--- src/rtl/core/query_string_percent_decoder_macros.svh ---
// Assertion macros shared by the query string percent decoder.
`ifndef QUERY_STRING_PERCENT_DECODER_MACROS_SVH
`define QUERY_STRING_PERCENT_DECODER_MACROS_SVH

// The consequent holds in the same cycle as the antecedent.
`define QSPD_ASSERT_SAME(label, clk, rst, ante, cons) \
   label: assert property (@(posedge clk) disable iff (rst) (ante) |-> (cons)) \
      else $error("qspd: same-cycle check failed");

// The consequent holds in the cycle after the antecedent.
`define QSPD_ASSERT_NEXT(label, clk, rst, ante, cons) \
   label: assert property (@(posedge clk) disable iff (rst) (ante) |=> (cons)) \
      else $error("qspd: next-cycle check failed");

`endif

--- src/rtl/core/qspd_pkg.sv ---
// Types and constants of the query string percent decoder.
package qspd_pkg;

   // Result word kinds.
   typedef enum logic [2:0] {
      KIND_KEY        = 3'd0,
      KIND_VALUE      = 3'd1,
      KIND_PAIR_END   = 3'd2,
      KIND_STRING_END = 3'd3,
      KIND_ERROR      = 3'd4
   } kind_type;

   // Control register indexes.
   localparam int unsigned CSR_INDEX_W = 1;
   localparam logic [CSR_INDEX_W-1:0] CSR_PLUS_AS_SPACE = 1'b0;
   localparam logic [CSR_INDEX_W-1:0] CSR_SPLIT_PAIRS   = 1'b1;

   // Characters with a special meaning in a query string.
   localparam logic [7:0] CHAR_PLUS    = 8'h2B;
   localparam logic [7:0] CHAR_PERCENT = 8'h25;
   localparam logic [7:0] CHAR_AMP     = 8'h26;
   localparam logic [7:0] CHAR_EQUALS  = 8'h3D;
   localparam logic [7:0] CHAR_SPACE   = 8'h20;

   // One result word.
   typedef struct packed {
      kind_type   kind;
      logic [7:0] out_byte;
      logic       last_of_run;
   } item_type;

   // Hex digit decode: bit 4 is set when the byte is not a hex digit.
   function automatic logic [4:0] hex_digit(input logic [7:0] b);
      logic [7:0] diff;
      logic [4:0] res;
      diff = 8'h00;
      res  = 5'h10;
      if (b inside {[8'h30:8'h39]}) begin
         diff = b - 8'h30;
         res  = {1'b0, diff[3:0]};
      end else if (b inside {[8'h61:8'h66]}) begin
         diff = b - 8'h57;
         res  = {1'b0, diff[3:0]};
      end else if (b inside {[8'h41:8'h46]}) begin
         diff = b - 8'h37;
         res  = {1'b0, diff[3:0]};
      end
      return res;
   endfunction

endpackage

--- src/rtl/core/qspd_if.sv ---
// Channel interfaces of the query string percent decoder.

// Input byte channel.
interface qspd_req_if;
   logic       valid;
   logic       ready;
   logic [7:0] in_byte;
   logic       end_of_string;
   modport source (output valid, output in_byte, output end_of_string, input ready);
   modport sink (input valid, input in_byte, input end_of_string, output ready);
endinterface

// Result word channel.
interface qspd_rsp_if;
   logic                valid;
   logic                ready;
   qspd_pkg::kind_type  kind;
   logic [7:0]          out_byte;
   logic                last_of_run;
   modport source (output valid, output kind, output out_byte, output last_of_run,
                   input ready);
   modport sink (input valid, input kind, input out_byte, input last_of_run,
                 output ready);
endinterface

// Control register write channel.
interface qspd_csr_if;
   logic                              valid;
   logic                              ready;
   logic [qspd_pkg::CSR_INDEX_W-1:0]  index;
   logic                              data;
   modport source (output valid, output index, output data, input ready);
   modport sink (input valid, input index, input data, output ready);
endinterface

--- src/rtl/core/query_string_percent_decoder.sv ---
// Streaming query string splitter and percent decoder, top level.
//
// The block takes one byte of a query string per word on req_chan, with
// end_of_string on the final byte, and returns key bytes, value bytes, pair
// ends, a string end or a string error on rsp_chan. It sustains one byte per
// clock cycle while rsp_chan is ready: a byte passes an input register, is
// decoded combinationally into up to three result words held in a three-entry
// result buffer, and leaves from the head of that buffer. The buffer drains
// one word per cycle while rsp_chan is ready, so a byte that makes two or
// three words (the final byte of a string) holds back the next byte. Registers
// plus_as_space and split_pairs are written through csr_chan, which is always
// ready, and should only be changed between strings while the block is idle.
`include "query_string_percent_decoder_macros.svh"

module query_string_percent_decoder (
   input logic        clock,
   input logic        reset,
   qspd_req_if.sink   req_chan,
   qspd_rsp_if.source rsp_chan,
   qspd_csr_if.sink   csr_chan
);
   import qspd_pkg::*;

   // Position inside a percent escape.
   typedef enum logic [1:0] {
      ESC_NONE = 2'd0,
      ESC_HIGH = 2'd1,
      ESC_LOW  = 2'd2
   } esc_type;

   // Control registers.
   logic plus_as_space_ff;
   logic split_pairs_ff;

   // Input register.
   logic       s1_valid_ff;
   logic [7:0] s1_byte_ff;
   logic       s1_eos_ff;

   // Per-string decoder state.
   esc_type    esc_ff, esc_in;
   logic [3:0] hi_ff, hi_in;
   logic       in_value_ff, in_value_in;
   logic       pair_started_ff, pair_started_in;
   logic       error_ff, error_in;

   // Result buffer.
   item_type   rbuf_ff [3];
   item_type   slot_in [3];
   logic [1:0] cnt_ff, cnt_in;

   // Decode intermediates.
   logic [4:0] dig;
   logic       data_hit;
   kind_type   data_kind;
   logic [7:0] data_val;
   logic       amp_end;
   logic       take_c0, take_c1;
   logic [1:0] slot_cnt;
   logic       pop, load;

   // Register writes.
   assign csr_chan.ready = 1'b1;
   always_ff @(posedge clock) begin
      if (reset) begin
         plus_as_space_ff <= 1'b1;
         split_pairs_ff   <= 1'b1;
      end else if (csr_chan.valid) begin
         case (csr_chan.index)
            CSR_PLUS_AS_SPACE: plus_as_space_ff <= csr_chan.data;
            CSR_SPLIT_PAIRS:   split_pairs_ff   <= csr_chan.data;
            default: ;
         endcase
      end
   end

   // Handshake: the buffer takes a decoded byte when empty or emptying now.
   assign pop  = (cnt_ff != 2'd0) && rsp_chan.ready;
   assign load = s1_valid_ff && ((cnt_ff == 2'd0) || ((cnt_ff == 2'd1) && pop));
   assign req_chan.ready = !s1_valid_ff || load;

   // Input register.
   always_ff @(posedge clock) begin
      if (reset) begin
         s1_valid_ff <= 1'b0;
      end else if (req_chan.ready) begin
         s1_valid_ff <= req_chan.valid;
      end
   end

   always_ff @(posedge clock) begin
      if (req_chan.valid && req_chan.ready) begin
         s1_byte_ff <= req_chan.in_byte;
         s1_eos_ff  <= req_chan.end_of_string;
      end
   end

   // Decode one byte: next state and its result words.
   always_comb begin
      esc_in          = esc_ff;
      hi_in           = hi_ff;
      in_value_in     = in_value_ff;
      pair_started_in = pair_started_ff;
      error_in        = error_ff;
      dig             = hex_digit(s1_byte_ff);
      data_hit        = 1'b0;
      data_val        = s1_byte_ff;
      amp_end         = 1'b0;
      data_kind       = (split_pairs_ff && in_value_ff) ? KIND_VALUE : KIND_KEY;

      if (!error_ff) begin
         if (esc_ff != ESC_NONE) begin
            if (dig[4]) begin
               error_in = 1'b1;
               esc_in   = ESC_NONE;
            end else if (esc_ff == ESC_HIGH) begin
               hi_in  = dig[3:0];
               esc_in = ESC_LOW;
            end else begin
               data_hit = 1'b1;
               data_val = {hi_ff, dig[3:0]};
               esc_in   = ESC_NONE;
               hi_in    = 4'h0;
            end
         end else if (split_pairs_ff && (s1_byte_ff == CHAR_AMP)) begin
            amp_end         = pair_started_ff;
            pair_started_in = 1'b0;
            in_value_in     = 1'b0;
         end else begin
            if (split_pairs_ff) begin
               pair_started_in = 1'b1;
            end
            if (split_pairs_ff && (s1_byte_ff == CHAR_EQUALS) && !in_value_ff) begin
               in_value_in = 1'b1;
            end else if (s1_byte_ff == CHAR_PERCENT) begin
               esc_in = ESC_HIGH;
            end else if (plus_as_space_ff && (s1_byte_ff == CHAR_PLUS)) begin
               data_hit = 1'b1;
               data_val = CHAR_SPACE;
            end else begin
               data_hit = 1'b1;
            end
         end
      end

      // An escape left open at the final byte is an error too.
      if (s1_eos_ff && (esc_in != ESC_NONE)) begin
         error_in = 1'b1;
      end

      // Pack the words in order; an error at string end replaces them all.
      take_c0  = (data_hit || amp_end) && !(s1_eos_ff && error_in);
      take_c1  = s1_eos_ff && !error_in && pair_started_in;
      slot_cnt = 2'd0;
      for (int i = 0; i < 3; i++) begin
         slot_in[i] = '{kind: KIND_KEY, out_byte: 8'h00, last_of_run: 1'b0};
      end
      if (take_c0) begin
         slot_in[0] = amp_end
            ? item_type'{kind: KIND_PAIR_END, out_byte: 8'h00, last_of_run: 1'b0}
            : item_type'{kind: data_kind, out_byte: data_val, last_of_run: 1'b0};
         slot_cnt = 2'd1;
      end
      if (take_c1) begin
         slot_in[slot_cnt] = '{kind: KIND_PAIR_END, out_byte: 8'h00, last_of_run: 1'b0};
         slot_cnt = slot_cnt + 2'd1;
      end
      if (s1_eos_ff) begin
         slot_in[slot_cnt] = '{kind: error_in ? KIND_ERROR : KIND_STRING_END,
                               out_byte: 8'h00, last_of_run: 1'b0};
         slot_cnt = slot_cnt + 2'd1;
      end
      for (int i = 0; i < 3; i++) begin
         slot_in[i].last_of_run = (2'(i + 1) == slot_cnt);
      end

      // The final byte returns all string state to its start.
      if (s1_eos_ff) begin
         esc_in          = ESC_NONE;
         hi_in           = 4'h0;
         in_value_in     = 1'b0;
         pair_started_in = 1'b0;
         error_in        = 1'b0;
      end
   end

   // String state advances as each byte enters the result buffer.
   always_ff @(posedge clock) begin
      if (reset) begin
         esc_ff          <= ESC_NONE;
         hi_ff           <= 4'h0;
         in_value_ff     <= 1'b0;
         pair_started_ff <= 1'b0;
         error_ff        <= 1'b0;
      end else if (load) begin
         esc_ff          <= esc_in;
         hi_ff           <= hi_in;
         in_value_ff     <= in_value_in;
         pair_started_ff <= pair_started_in;
         error_ff        <= error_in;
      end
   end

   // Result buffer fill count.
   always_comb begin
      cnt_in = cnt_ff;
      if (load) begin
         cnt_in = slot_cnt;
      end else if (pop) begin
         cnt_in = cnt_ff - 2'd1;
      end
   end

   always_ff @(posedge clock) begin
      if (reset) begin
         cnt_ff <= 2'd0;
      end else begin
         cnt_ff <= cnt_in;
      end
   end

   // Result buffer contents shift toward the head as words leave.
   always_ff @(posedge clock) begin
      if (load) begin
         rbuf_ff <= slot_in;
      end else if (pop) begin
         rbuf_ff[0] <= rbuf_ff[1];
         rbuf_ff[1] <= rbuf_ff[2];
      end
   end

   assign rsp_chan.valid       = (cnt_ff != 2'd0);
   assign rsp_chan.kind        = rbuf_ff[0].kind;
   assign rsp_chan.out_byte    = rbuf_ff[0].out_byte;
   assign rsp_chan.last_of_run = rbuf_ff[0].last_of_run;

   // The head word ends its byte's run exactly when it is the last one held.
   `QSPD_ASSERT_SAME(a_last_matches_count, clock, reset,
      rsp_chan.valid, rsp_chan.last_of_run == (cnt_ff == 2'd1))
   // A final byte leaves all string state cleared.
   `QSPD_ASSERT_NEXT(a_eos_clears_state, clock, reset, load && s1_eos_ff,
      esc_ff == ESC_NONE && !error_ff && !in_value_ff && !pair_started_ff)
   // A byte waiting in the input register stays there until the buffer takes it.
   `QSPD_ASSERT_NEXT(a_input_held, clock, reset, s1_valid_ff && !load,
      s1_valid_ff && $stable(s1_byte_ff) && $stable(s1_eos_ff))

endmodule

--- src/flat_wrapper.sv ---
// flat-port wrapper written by rule: the top's interface ports become plain ports
module query_string_percent_decoder_flat import qspd_pkg::*;
  (clock, reset, req_chan_valid, req_chan_in_byte, req_chan_end_of_string, req_chan_ready, rsp_chan_valid, rsp_chan_kind, rsp_chan_out_byte, rsp_chan_last_of_run, rsp_chan_ready, csr_chan_valid, csr_chan_index, csr_chan_data, csr_chan_ready);
  qspd_req_if req_chan_i ();
  qspd_rsp_if rsp_chan_i ();
  qspd_csr_if csr_chan_i ();
  input logic clock;
  input logic reset;
  input wire logic [$bits(req_chan_i.valid)-1:0] req_chan_valid;
  input wire logic [$bits(req_chan_i.in_byte)-1:0] req_chan_in_byte;
  input wire logic [$bits(req_chan_i.end_of_string)-1:0] req_chan_end_of_string;
  output wire logic [$bits(req_chan_i.ready)-1:0] req_chan_ready;
  output wire logic [$bits(rsp_chan_i.valid)-1:0] rsp_chan_valid;
  output wire logic [$bits(rsp_chan_i.kind)-1:0] rsp_chan_kind;
  output wire logic [$bits(rsp_chan_i.out_byte)-1:0] rsp_chan_out_byte;
  output wire logic [$bits(rsp_chan_i.last_of_run)-1:0] rsp_chan_last_of_run;
  input wire logic [$bits(rsp_chan_i.ready)-1:0] rsp_chan_ready;
  input wire logic [$bits(csr_chan_i.valid)-1:0] csr_chan_valid;
  input wire logic [$bits(csr_chan_i.index)-1:0] csr_chan_index;
  input wire logic [$bits(csr_chan_i.data)-1:0] csr_chan_data;
  output wire logic [$bits(csr_chan_i.ready)-1:0] csr_chan_ready;
  assign req_chan_i.valid = req_chan_valid;
  assign req_chan_i.in_byte = req_chan_in_byte;
  assign req_chan_i.end_of_string = req_chan_end_of_string;
  assign req_chan_ready = req_chan_i.ready;
  assign rsp_chan_valid = rsp_chan_i.valid;
  assign rsp_chan_kind = rsp_chan_i.kind;
  assign rsp_chan_out_byte = rsp_chan_i.out_byte;
  assign rsp_chan_last_of_run = rsp_chan_i.last_of_run;
  assign rsp_chan_i.ready = rsp_chan_ready;
  assign csr_chan_i.valid = csr_chan_valid;
  assign csr_chan_i.index = csr_chan_index;
  assign csr_chan_i.data = csr_chan_data;
  assign csr_chan_ready = csr_chan_i.ready;
  query_string_percent_decoder u_core (.clock(clock), .reset(reset), .req_chan(req_chan_i), .rsp_chan(rsp_chan_i), .csr_chan(csr_chan_i));
endmodule
--- config.mk ---
export PLATFORM = sky130hd
export DESIGN_NAME = query_string_percent_decoder_flat
export DESIGN_NICKNAME = d
export VERILOG_FILES = /design/src/rtl/core/qspd_pkg.sv /design/src/rtl/core/qspd_if.sv /design/src/rtl/core/query_string_percent_decoder.sv /design/src/flat_wrapper.sv
export VERILOG_INCLUDE_DIRS = /design/src /design/src/rtl/core
export SDC_FILE = /design/constraint.sdc
export NUM_CORES = 1
export LEC_CHECK = 0
export ABC_CLOCK_PERIOD_IN_PS = 4500
export BUFFER_PORTS_ARGS = -buffer_cell sky130_fd_sc_hd__clkbuf_2
export CORE_MARGIN = 2
export CORE_UTILIZATION = 58
export CTS_CLUSTER_SIZE = 20
export DETAILED_ROUTE_END_ITERATION = 10
export PLACE_DENSITY = 0.79
export SETUP_SLACK_MARGIN = 0.5
export SYNTH_ARGS = -nofsm -noshare
export SYNTH_HDL_FRONTEND = slang
export SYNTH_SLANG_ARGS = --single-unit
export TNS_END_PERCENT = 10
--- constraint.sdc ---
create_clock -name clock -period 4.5 [get_ports clock]
set_clock_uncertainty 0.1 [all_clocks]
set_input_delay 0.9 -clock clock [delete_from_list [all_inputs] [get_ports clock]]
set_output_delay 0.9 -clock clock [all_outputs]
set_load 0.1 [all_outputs]
Yosys cells after proc, flatten, opt, wreduce, memory -nomap -nowiden
Cells that the tools add are included.

Reductions and logical operators: 37. Mux-type cells: 67. Add/sub/neg operators: 6. Eq/ne operators: 12. Magnitude comparators: 10. Bitwise logic cells: 6.

Operators with widths (number): 36-bit two-way mux (2); 8-bit two-way mux (8); 12-bit demux with 2-bit select (2); 12-bit two-way mux (4); 24-bit two-way mux (2); 36-bit bitwise mux (1); 33-bit AND (1); 33-bit NOT (1); 8-bit by 6-bit == test with 1-bit output (second input constant) (4); 1-bit two-way mux (27); 2-bit two-way mux (12); 4-bit two-way mux (5); 1-bit logical AND (19); 8-bit by 7-bit greater-or-equal comparator with 1-bit output (second input constant) (2); 8-bit by 7-bit less-or-equal comparator with 1-bit output (second input constant) (2); 5-bit two-way mux (3); 2-bit nonzero test (5); 8-bit by 6-bit greater-or-equal comparator with 1-bit output (second input constant) (1); 8-bit by 6-bit less-or-equal comparator with 1-bit output (second input constant) (1); 4-bit AND reduction (2); 4-bit by 3-bit subtractor with 4-bit output (second input constant) (2); 3-bit greater-or-equal comparator (second input constant) (2); 3-bit by 1-bit less-than comparator with 1-bit output (second input constant) (2); 2-bit by 1-bit != test with 1-bit output (second input constant) (3); 17 further kinds (25).

Register bits after elaboration: 59. Logic and storage cells: 158. Input port bits: 16.

Logic depth before layout (Yosys ltp)
Gate-level depths: netlist (run 1).

Depth in word-level cells: 26. Gate-level depth with buffers: 14.

Least setup slack after synthesis (run 1)
No wires, ideal clock.

Kind: reg2reg. From: register u_core.s1_byte_ff[1]. To: register u_core.rbuf_ff[22] (netlist name) (data pin). Setup time: 262 ps. Cell stages (with the launch flop): 15. Data required time: 4138 ps. Path slack: 1361 ps. Arrival time: 2777 ps. Cell sequence: edfxtp_1 > inv_1 > ha_1 > o21bai_1 > a21oi_1 > a21o_1 > buf_4 > a21oi_4 > or3_1 > ha_1 > clkbuf_1 > nand2_1 > nand3_1 > and2_1 > o21ai_1.

Word-level cells in the longest chain between the ends: 25. Elaborated cells between the ends (all ways): 70.

Ends and longest elaborated chain: from (decl) (RTL line query_string_percent_decoder.sv:37) `logic [7:0] s1_byte_ff;`; from (signal assigned) (RTL line query_string_percent_decoder.sv:93) `s1_byte_ff <= req_chan.in_byte;`; 8-bit by 7-bit greater-or-equal comparator with 1-bit output / 8-bit by 7-bit less-or-equal comparator with 1-bit output (equally long branches) (RTL line qspd_pkg.sv:44) `end else if (b inside {[8'h41:8'h46]}) begin`; 1-bit logical AND (RTL line qspd_pkg.sv:44); 5-bit two-way mux (RTL line qspd_pkg.sv:44); 5-bit two-way mux (RTL line qspd_pkg.sv:41) `end else if (b inside {[8'h61:8'h66]}) begin`; 5-bit two-way mux (RTL line qspd_pkg.sv:38) `if (b inside {[8'h30:8'h39]}) begin`; 2-bit two-way mux (RTL line query_string_percent_decoder.sv:113) `if (dig[4]) begin`; 2-bit two-way mux (RTL line query_string_percent_decoder.sv:112) `if (esc_ff != ESC_NONE) begin`; 2-bit two-way mux (RTL line query_string_percent_decoder.sv:111) `if (!error_ff) begin`; [9 not listed]; 2-bit NOT with 3-bit output / 1-bit logical AND (equally long branches) (RTL line query_string_percent_decoder.sv:169, query_string_percent_decoder.sv:165); 3-bit greater-or-equal comparator (implied by the code), or another cell as far along (RTL line query_string_percent_decoder.sv:169) `slot_in[slot_cnt] = '{kind: error_in ? KIND_ERROR : KIND_STRING_END,`; 1-bit logical AND (implied by the code) / 12-bit demux with 2-bit select (equally long branches) (RTL line query_string_percent_decoder.sv:169, query_string_percent_decoder.sv:165); 12-bit two-way mux / 3-bit OR (equally long branches); 12-bit demux with 2-bit select / 36-bit two-way mux (equally long branches) (RTL line query_string_percent_decoder.sv:169, query_string_percent_decoder.sv:164); 36-bit bitwise mux (RTL line query_string_percent_decoder.sv:169); 36-bit two-way mux (*) (RTL line query_string_percent_decoder.sv:168) `if (s1_eos_ff) begin`; 24-bit two-way mux (*) (RTL line query_string_percent_decoder.sv:224) `if (load) begin`; to (signal assigned) (RTL line query_string_percent_decoder.sv:225) `rbuf_ff <= slot_in;`; to (decl) (RTL line query_string_percent_decoder.sv:48) `item_type rbuf_ff [3];`.

Mark *: on every way between the ends. The rest lies on a longest branch, timed or not. A chain may end at the register's enable or synchronous reset.

Final worst setup path (run 1)
From: register u_core.s1_byte_ff[1]. To: register u_core.rbuf_ff (netlist bit u_core.rsp_chan.out_byte[1]) (data pin).

Word-level cells in the longest chain between the ends: 26. Elaborated cells between the ends (all ways): 85.

Ends and longest elaborated chain: 8-bit by 7-bit greater-or-equal comparator with 1-bit output / 8-bit by 7-bit less-or-equal comparator with 1-bit output (equally long branches) (RTL line qspd_pkg.sv:44); 1-bit logical AND (RTL line qspd_pkg.sv:44); 5-bit two-way mux (RTL line qspd_pkg.sv:44); 5-bit two-way mux (RTL line qspd_pkg.sv:41); 5-bit two-way mux (RTL line qspd_pkg.sv:38); 2-bit two-way mux (RTL line query_string_percent_decoder.sv:113); 2-bit two-way mux (RTL line query_string_percent_decoder.sv:112); 2-bit two-way mux (RTL line query_string_percent_decoder.sv:111); [10 not listed]; 12-bit two-way mux (implied by the code) (RTL line query_string_percent_decoder.sv:165) `slot_in[slot_cnt] = '{kind: KIND_PAIR_END, out_byte: 8'h00, last_of_run: 1'b0};`; 12-bit demux with 2-bit select (RTL line query_string_percent_decoder.sv:165); 33-bit NOT (no line); 33-bit AND (no line); 36-bit two-way mux (RTL line query_string_percent_decoder.sv:164) `if (take_c1) begin`; 36-bit bitwise mux (RTL line query_string_percent_decoder.sv:169); 36-bit two-way mux (*) (RTL line query_string_percent_decoder.sv:168); 24-bit two-way mux (*) (RTL line query_string_percent_decoder.sv:224).

Marks and branches as above.

==> results of run 1 <==
[power by group through the flow]
stage | clock network (W) | logic, W | registers, W
global placement | 0 | 0.000563 | 0.000552
global route | 0.000323 | 0.000604 | 0.000558
floorplan | 0 | 0.000516 | 0.000559
finish | 0.000297 | 0.000570 | 0.000547
detailed placement | 0 | 0.000569 | 0.000557
CTS | 0.000304 | 0.000571 | 0.000548
[metrics by stage]
| step | std cells | area, um^2 | utilization, % |
|---|---|---|---|
| after floorplan | 258 | 2530 | - |
| after global placement | 311 | 2580 | 63.1 |
| after detailed placement | 311 | 2580 | 63.1 |
| after CTS | 319 | 2690 | 65.9 |
| after global routing | 319 | 2690 | 65.9 |
| final | 319 | 2690 | 65.9 |
[flip-flops by register name, summed over array words and instances, names as in the netlist, 2 cells and up]
register and flops:
u_core.rsp_chan.out_byte 8, u_core.rsp_chan.kind 3, u_core.esc_ff 2, u_core.hi_ff 4, u_core.s1_byte_ff 8, u_core.cnt_ff 2, u_core.rbuf_ff 7
[worst reg2reg max path: stages (launching register included)]
cell	delay [ns]
edfxtp_1	0.49
inv_1	0.14
ha_1	0.29
o21bai_1	0.11
a21oi_1	0.40
a21o_2	0.38
a21oi_4	0.16
or3_1	0.41
ha_1	0.22
nand2_1	0.16
o211ai_1	0.27
a211oi_1	0.32
[cells in the mapped netlist (2+ instances only)]
| cell | count | share of area [%] |
|---|---|---|
| clkbuf_1 | 10 | 1.5 |
| nand2_1 | 15 | 2.2 |
| nand4_1 | 2 | 0.50 |
| a22o_1 | 2 | 0.69 |
| or3_1 | 2 | 0.50 |
| o211ai_1 | 5 | 1.5 |
| o21ai_1 | 4 | 0.79 |
| a32oi_1 | 6 | 2.1 |
| nand3_1 | 12 | 2.4 |
| buf_2 | 2 | 0.40 |
| nor2_1 | 26 | 3.9 |
| or2_1 | 2 | 0.50 |
| a21oi_1 | 15 | 3.0 |
| edfxtp_1 | 28 | 33 |
| o21ai_0 | 8 | 1.6 |
| nand2b_1 | 11 | 2.7 |
| buf_4 | 13 | 3.9 |
| dfxtp_1 | 14 | 11 |
| and3_1 | 3 | 0.74 |
| a21oi_2 | 2 | 0.69 |
| and2_1 | 3 | 0.74 |
| inv_1 | 7 | 1.0 |
| xnor2_1 | 2 | 0.69 |
| a211oi_1 | 4 | 1.2 |
| nor3_1 | 6 | 1.2 |
| nor2b_1 | 3 | 0.74 |
| mux2i_1 | 5 | 2.0 |
| and4_1 | 2 | 0.69 |
| ha_1 | 9 | 4.5 |
[what timing repair did]
action	4_1_cts	5_1_grt
gates resized for setup	0	1
hold buffers	0	0
endpoints found under the hold margin	0	0
endpoints found under the setup margin	0	12
[layout make-up]
cell class	count	area (um^2)
fill	333	1390
multi-input combinational	182	1220
sequential	42	1120
timing repair buffer	29	145
clock buffer	5	68.8
tap	50	62.6
clock inverter	3	45.0
inverter	8	30.0
[path summary, 6_finish.rpt]
| path | cells past startpoint | start | endpoint | slack [ns] |
|---|---|---|---|---|
| setup / recovery | 11 | u_core.s1_byte_ff[1]$_DFFE_PP_ | u_core.rsp_chan.out_byte[1]$_SDFFCE_PN0P_ | 0.90 |
| hold / removal | 2 | u_core.hi_ff[1]$_SDFFE_PP0P_ | u_core.hi_ff[1]$_SDFFE_PP0P_ | 0.38 |
| setup reg to reg | 11 | u_core.s1_byte_ff[1]$_DFFE_PP_ | u_core.rsp_chan.out_byte[1]$_SDFFCE_PN0P_ | 0.90 |
| hold reg to reg | 2 | u_core.hi_ff[1]$_SDFFE_PP0P_ | u_core.hi_ff[1]$_SDFFE_PP0P_ | 0.38 |
[routing by layer]
layer | GRT usage (%) | part of all wire [%]
met1 | 32.8 | 44
met2 | 34.4 | 46
met3 | 4.18 | 9.4
met4 | 5.98 | 1.0
met5 | 0 | 0
[cell families after synthesis]
family,synth area share [%]
XOR/XNOR,1.04
AND/OR/NAND/NOR,20.2
adder cells (fa/ha/maj),4.46
multiplexers,2.43
AO/OA/AOI/OAI,20.0
buffers and inverters,7.38
flip-flops,44.4
other,0.148
==> impl_metrics.yaml, run 1 <==
clock_tree:
  cts_tree: "yes"
  postCtsSetupBuffers: 0
  root_buffer: "clkbuf_8"
  clk_latency_ns: 0.30
  cts_htree_levels: 2
  clk_pin_slew_ns: 0.09
  numCtsBuffers: 5
  clockBufferDepth: 2
  clock_sinks: 42
finish:
  fin_nets: 293
  layout-drive-gt1-share_pct: 18.6
  areaGrowthSynthToFinish_pct: 6.59
  layout_commonest_cell: "clkbuf_2"
  n_antenna_cell: 0
  mostFrequentLayoutCells: "clkbuf_2 (29), edfxtp_1 (28), nor2_1 (26)"
drt:
  avgViaCountPerCell: 6.23
  routedWlPerCell_um: 16.0
  drt_pre_antenna_iters: 4
  drt_wl_total_um: 5110
  drt_iter0_drc: 267
  drc: 0
  vias: 1987
  ant_nets: 0
power_and_ir_drop:
  internal-power_w: 0.000782
  p_seq_share_pct: 38.7
  swShare_pct: 44.7
  ir_drop_v: 0.000335
  power_switching_w: 0.000632
  combPwrFrac_pct: 40.3
  pwr-share-clk_pct: 21.0
  finalPower_w: 0.00141
  powerDensity_nw_per_um2: 525
  p_leak_nw: 1.03
timing:
  finalSetupTns_ns: 0
  max_freq_mhz: 278
  postLayoutSetupSlackWorst_ns: 0.901
  tightestPinTransition_ns: 0.873
  post-route-min-period_ns: 3.60
  setup_viol_count_final: 0
  hold_violations: 0
  relSlewSlack_pct: 41.7
  finalCritPeriodShare_pct: 80.0
  rsz0062_at_grt: "false"
  hold_ws_ns: 0.383
  slew_viol_final: 0
placed_design:
  portBuffers: 29
  gp_congestion: 0.952
  dp_slack_ns: 0.774
  dpl.hpwl_um: 3770
run:
  maxCapViolations: 0
yosys:
  ys_seq_area_share_pct: 44.4
  synth_ff_type: "edfxtp_1"
  synth_edf_count: 28
  yosysWarnings: 0
  syn_nets: 283
  syn_area_um2: 2530
  ys_ff_latch: 42
  syn_avg_cell_area_um2: 9.79
  synthArstFlopShare_pct: 0
  synth_cell_types: 64
  postSynthCellCount: 258
floorplanning:
  start_util_pct: 61.8
  fp-row-count: 23
  coreArea_um2: 4090
  die_area_um2: 4900
  die_w_um: 70.0
  die_y_um: 70.0
  io_pins: 31
critical_path:
  crit_type: "reg -> reg"
  start_kind: "flop"
  cp_cell_sequence: "inv_1 > ha_1 > o21bai_1 > a21oi_1 > a21o_2 > a21oi_4 > or3_1 > ha_1 > nand2_1 > o211ai_1 > a211oi_1"
  cp_slowest_cell: "edfxtp_1"
  critPathCaptureType: "flop"
  slowest_delay_ns: 0.49
  crit_required_ns: 4.52
  cp_top_family: "compound AO/OA/AOI/OAI gates"
  crit_path_frequent_cell: "ha_1"
  crit_fanout: 18
  arrival_ns: 3.62
  worstPathBufferInverterCount: 1
global_routing:
  grt_max_degree: 19
  overflow: 0
  grt_antenna_before_repair: 0
  grt_usage_pct: 22.5
  grt_pass1_vias: 1843
  grt_pass1_wl_um: 8890
min_path:
  hold_path.class: "reg -> reg"
status:
  outcome: "finished clean"
Note: power is estimated with default switching activity, not from simulation.
==> run 2, diff against run 1 <==
- ABC_CLOCK_PERIOD_IN_PS: 4500 -> 3200
- CORE_UTILIZATION: 58 -> 52
- PLACE_DENSITY: 0.79 -> 0.74
- clock period: 4.5 -> 3.2 ns (I/O delays scaled with it)
==> impl_metrics.yaml, run 2 (same netlist as run 1, synthesis figures left out) <==
clock_tree:
  clock_sinks: 42
  clk_latency_ns: 0.30
  cts_tree: "yes"
  cts_htree_levels: 2
  clockBufferDepth: 2
  clk_pin_slew_ns: 0.07
  root_buffer: "clkbuf_8"
  numCtsBuffers: 5
timing:
  rsz0062_at_grt: "true"
  finalSetupTns_ns: 0
  relSlewSlack_pct: 55.1
  hold_violations: 0
  setup_viol_count_final: 0
  max_freq_mhz: 350
  slew_viol_final: 0
  tightestPinTransition_ns: 0.671
  finalCritPeriodShare_pct: 89.3
  post-route-min-period_ns: 2.86
drt:
  met1_length_um: 2460
  drt_wl_total_um: 5410
  wl_met2_um: 2440
  drc: 0
  routedWlPerCell_um: 15.6
  drt_pre_antenna_iters: 5
  drt_iter0_drc: 171
  wl_met3_um: 395
  vias: 2051
  ant_nets: 0
  top_layer_used: "met4"
  avgViaCountPerCell: 5.93
finish:
  n_antenna_cell: 0
  areaGrowthSynthToFinish_pct: 16.2
  mostFrequentLayoutCells: "clkbuf_2 (29), edfxtp_1 (28), nor2_1 (25)"
  multi_input_area_um2: 1310
  sequential_cell_area_um2: 1120
  fin_nets: 316
  layout-drive-gt1-share_pct: 29.1
  postLayoutCoreUtil_pct: 62.6
  layout_commonest_cell: "clkbuf_2"
  fill_cells: 395
critical_path:
  crit_type: "reg -> reg"
  critPathCaptureType: "flop"
  crit_cells: 10
  crit_path_frequent_cell: "a21oi_4"
  start_kind: "flop"
  cp_slowest_cell: "or4b_4"
  arrival_ns: 2.92
  worstPathBufferInverterCount: 1
  slowest_delay_ns: 0.56
  cp_top_family: "simple AND/OR/NAND/NOR gates"
  crit_fanout: 7
  crit_required_ns: 3.26
  rr_worst_depth: 10
  reg2reg_slack_ns: 0.34
  cp_cell_sequence: "or4b_4 > a21oi_4 > a21o_1 > a21oi_4 > or3_4 > ha_4 > nand2_4 > o211ai_1 > buf_4 > nor2_1"
global_routing:
  grt_antenna_before_repair: 0
  grt_pass1_wl_um: 8420
  grt_max_degree: 18
  grt_pass1_vias: 1793
  grt_usage_pct: 20.4
  overflow: 0
floorplanning:
  coreArea_um2: 4690
  die_w_um: 73.7
  die_area_um2: 5430
  die_y_um: 73.7
  io_pins: 31
  start_util_pct: 53.8
  fp-row-count: 25
placed_design:
  gp_congestion: 1.03
  dpl.hpwl_um: 3840
  portBuffers: 29
power_and_ir_drop:
  powerDensity_nw_per_um2: 671
  p_leak_nw: 1.16
  ir_drop_v: 0.000332
min_path:
  hold_path.class: "reg -> reg"
  hold-path-cell-count: 2
status:
  outcome: "finished clean"
run:
  maxCapViolations: 0
-- run 2: changes by cell type in the layout (fill, tap and decap cells not counted), moves of 2 or more --
| cell | before | now |
|---|---|---|
| clkinvlp_4 | 2 | 0 |
| ha_4 | 0 | 2 |
| ha_2 | 0 | 2 |
| buf_4 | 0 | 23 |
| nand2_1 | 15 | 13 |
| ha_1 | 9 | 5 |
-- run 2: per-stage QoR --
stage	total power (W)	area, um^2	hold WS [ns]	setup WS [ns]	instances
floorplan	0.00152	2550	0.348	0.288	258
global placement	0.00159	2690	0.367	0.269	328
detailed placement	0.00160	2690	0.370	0.210	328
CTS	0.00196	2880	0.381	0.386	343
global route	0.00205	2940	0.401	0.249	346
finish	0.00197	2940	0.384	0.342	346
-- run 2: worst paths after layout --
check	startpoint	endpoint
setup / recovery	u_core.s1_byte_ff[4]$_DFFE_PP_	u_core.rsp_chan.out_byte[6]$_SDFFCE_PN0P_
setup reg to reg	u_core.s1_byte_ff[4]$_DFFE_PP_	u_core.rsp_chan.out_byte[6]$_SDFFCE_PN0P_
hold / removal	u_core.hi_ff[2]$_SDFFE_PP0P_	u_core.hi_ff[2]$_SDFFE_PP0P_
hold reg to reg	u_core.hi_ff[2]$_SDFFE_PP0P_	u_core.hi_ff[2]$_SDFFE_PP0P_
-- run 2: layout make-up --
type                       count  share of cell area (%)
timing repair buffer          52                    10.8
clock inverter                 1                   0.171
tap                           54                    2.30
clock buffer                   7                    2.94
inverter                       8                    1.02
sequential                    42                    38.2
multi-input combinational    182                    44.5
-- run 2: timing repair --
item / in CTS / in global routing
gates resized for setup: 9 / 7
endpoints found under the setup margin: 19 / 19
gates cloned: 0 / 0
hold buffers: 0 / 0
pin swaps: 3 / 5
buffers inserted: 7 / 3
hold endpoints to repair: 0 / 0
-- run 2: report_power, final --
group	switching (W)	total (W)	internal, W
clock network	0.000177	0.000351	0.000174
logic	0.000674	0.000867	0.000192
registers	0.0000407	0.000753	0.000712
-- run 2: metal layers --
metal  track usage, %  vias up
met5                0        -
met4             6.67        0
met3             5.21       12
met2             31.7       93
met1             27.6      935
li1                 -     1011
-- run 2: worst register-to-register path, cell delays in order (launching register included) --
cell      delay [ns]
edfxtp_1        0.39
or4b_4          0.56
a21oi_4         0.17
a21o_1          0.24
a21oi_4         0.07
or3_4           0.38
ha_4            0.18
nand2_4         0.07
o211ai_1        0.23
buf_4           0.23
nor2_1          0.10
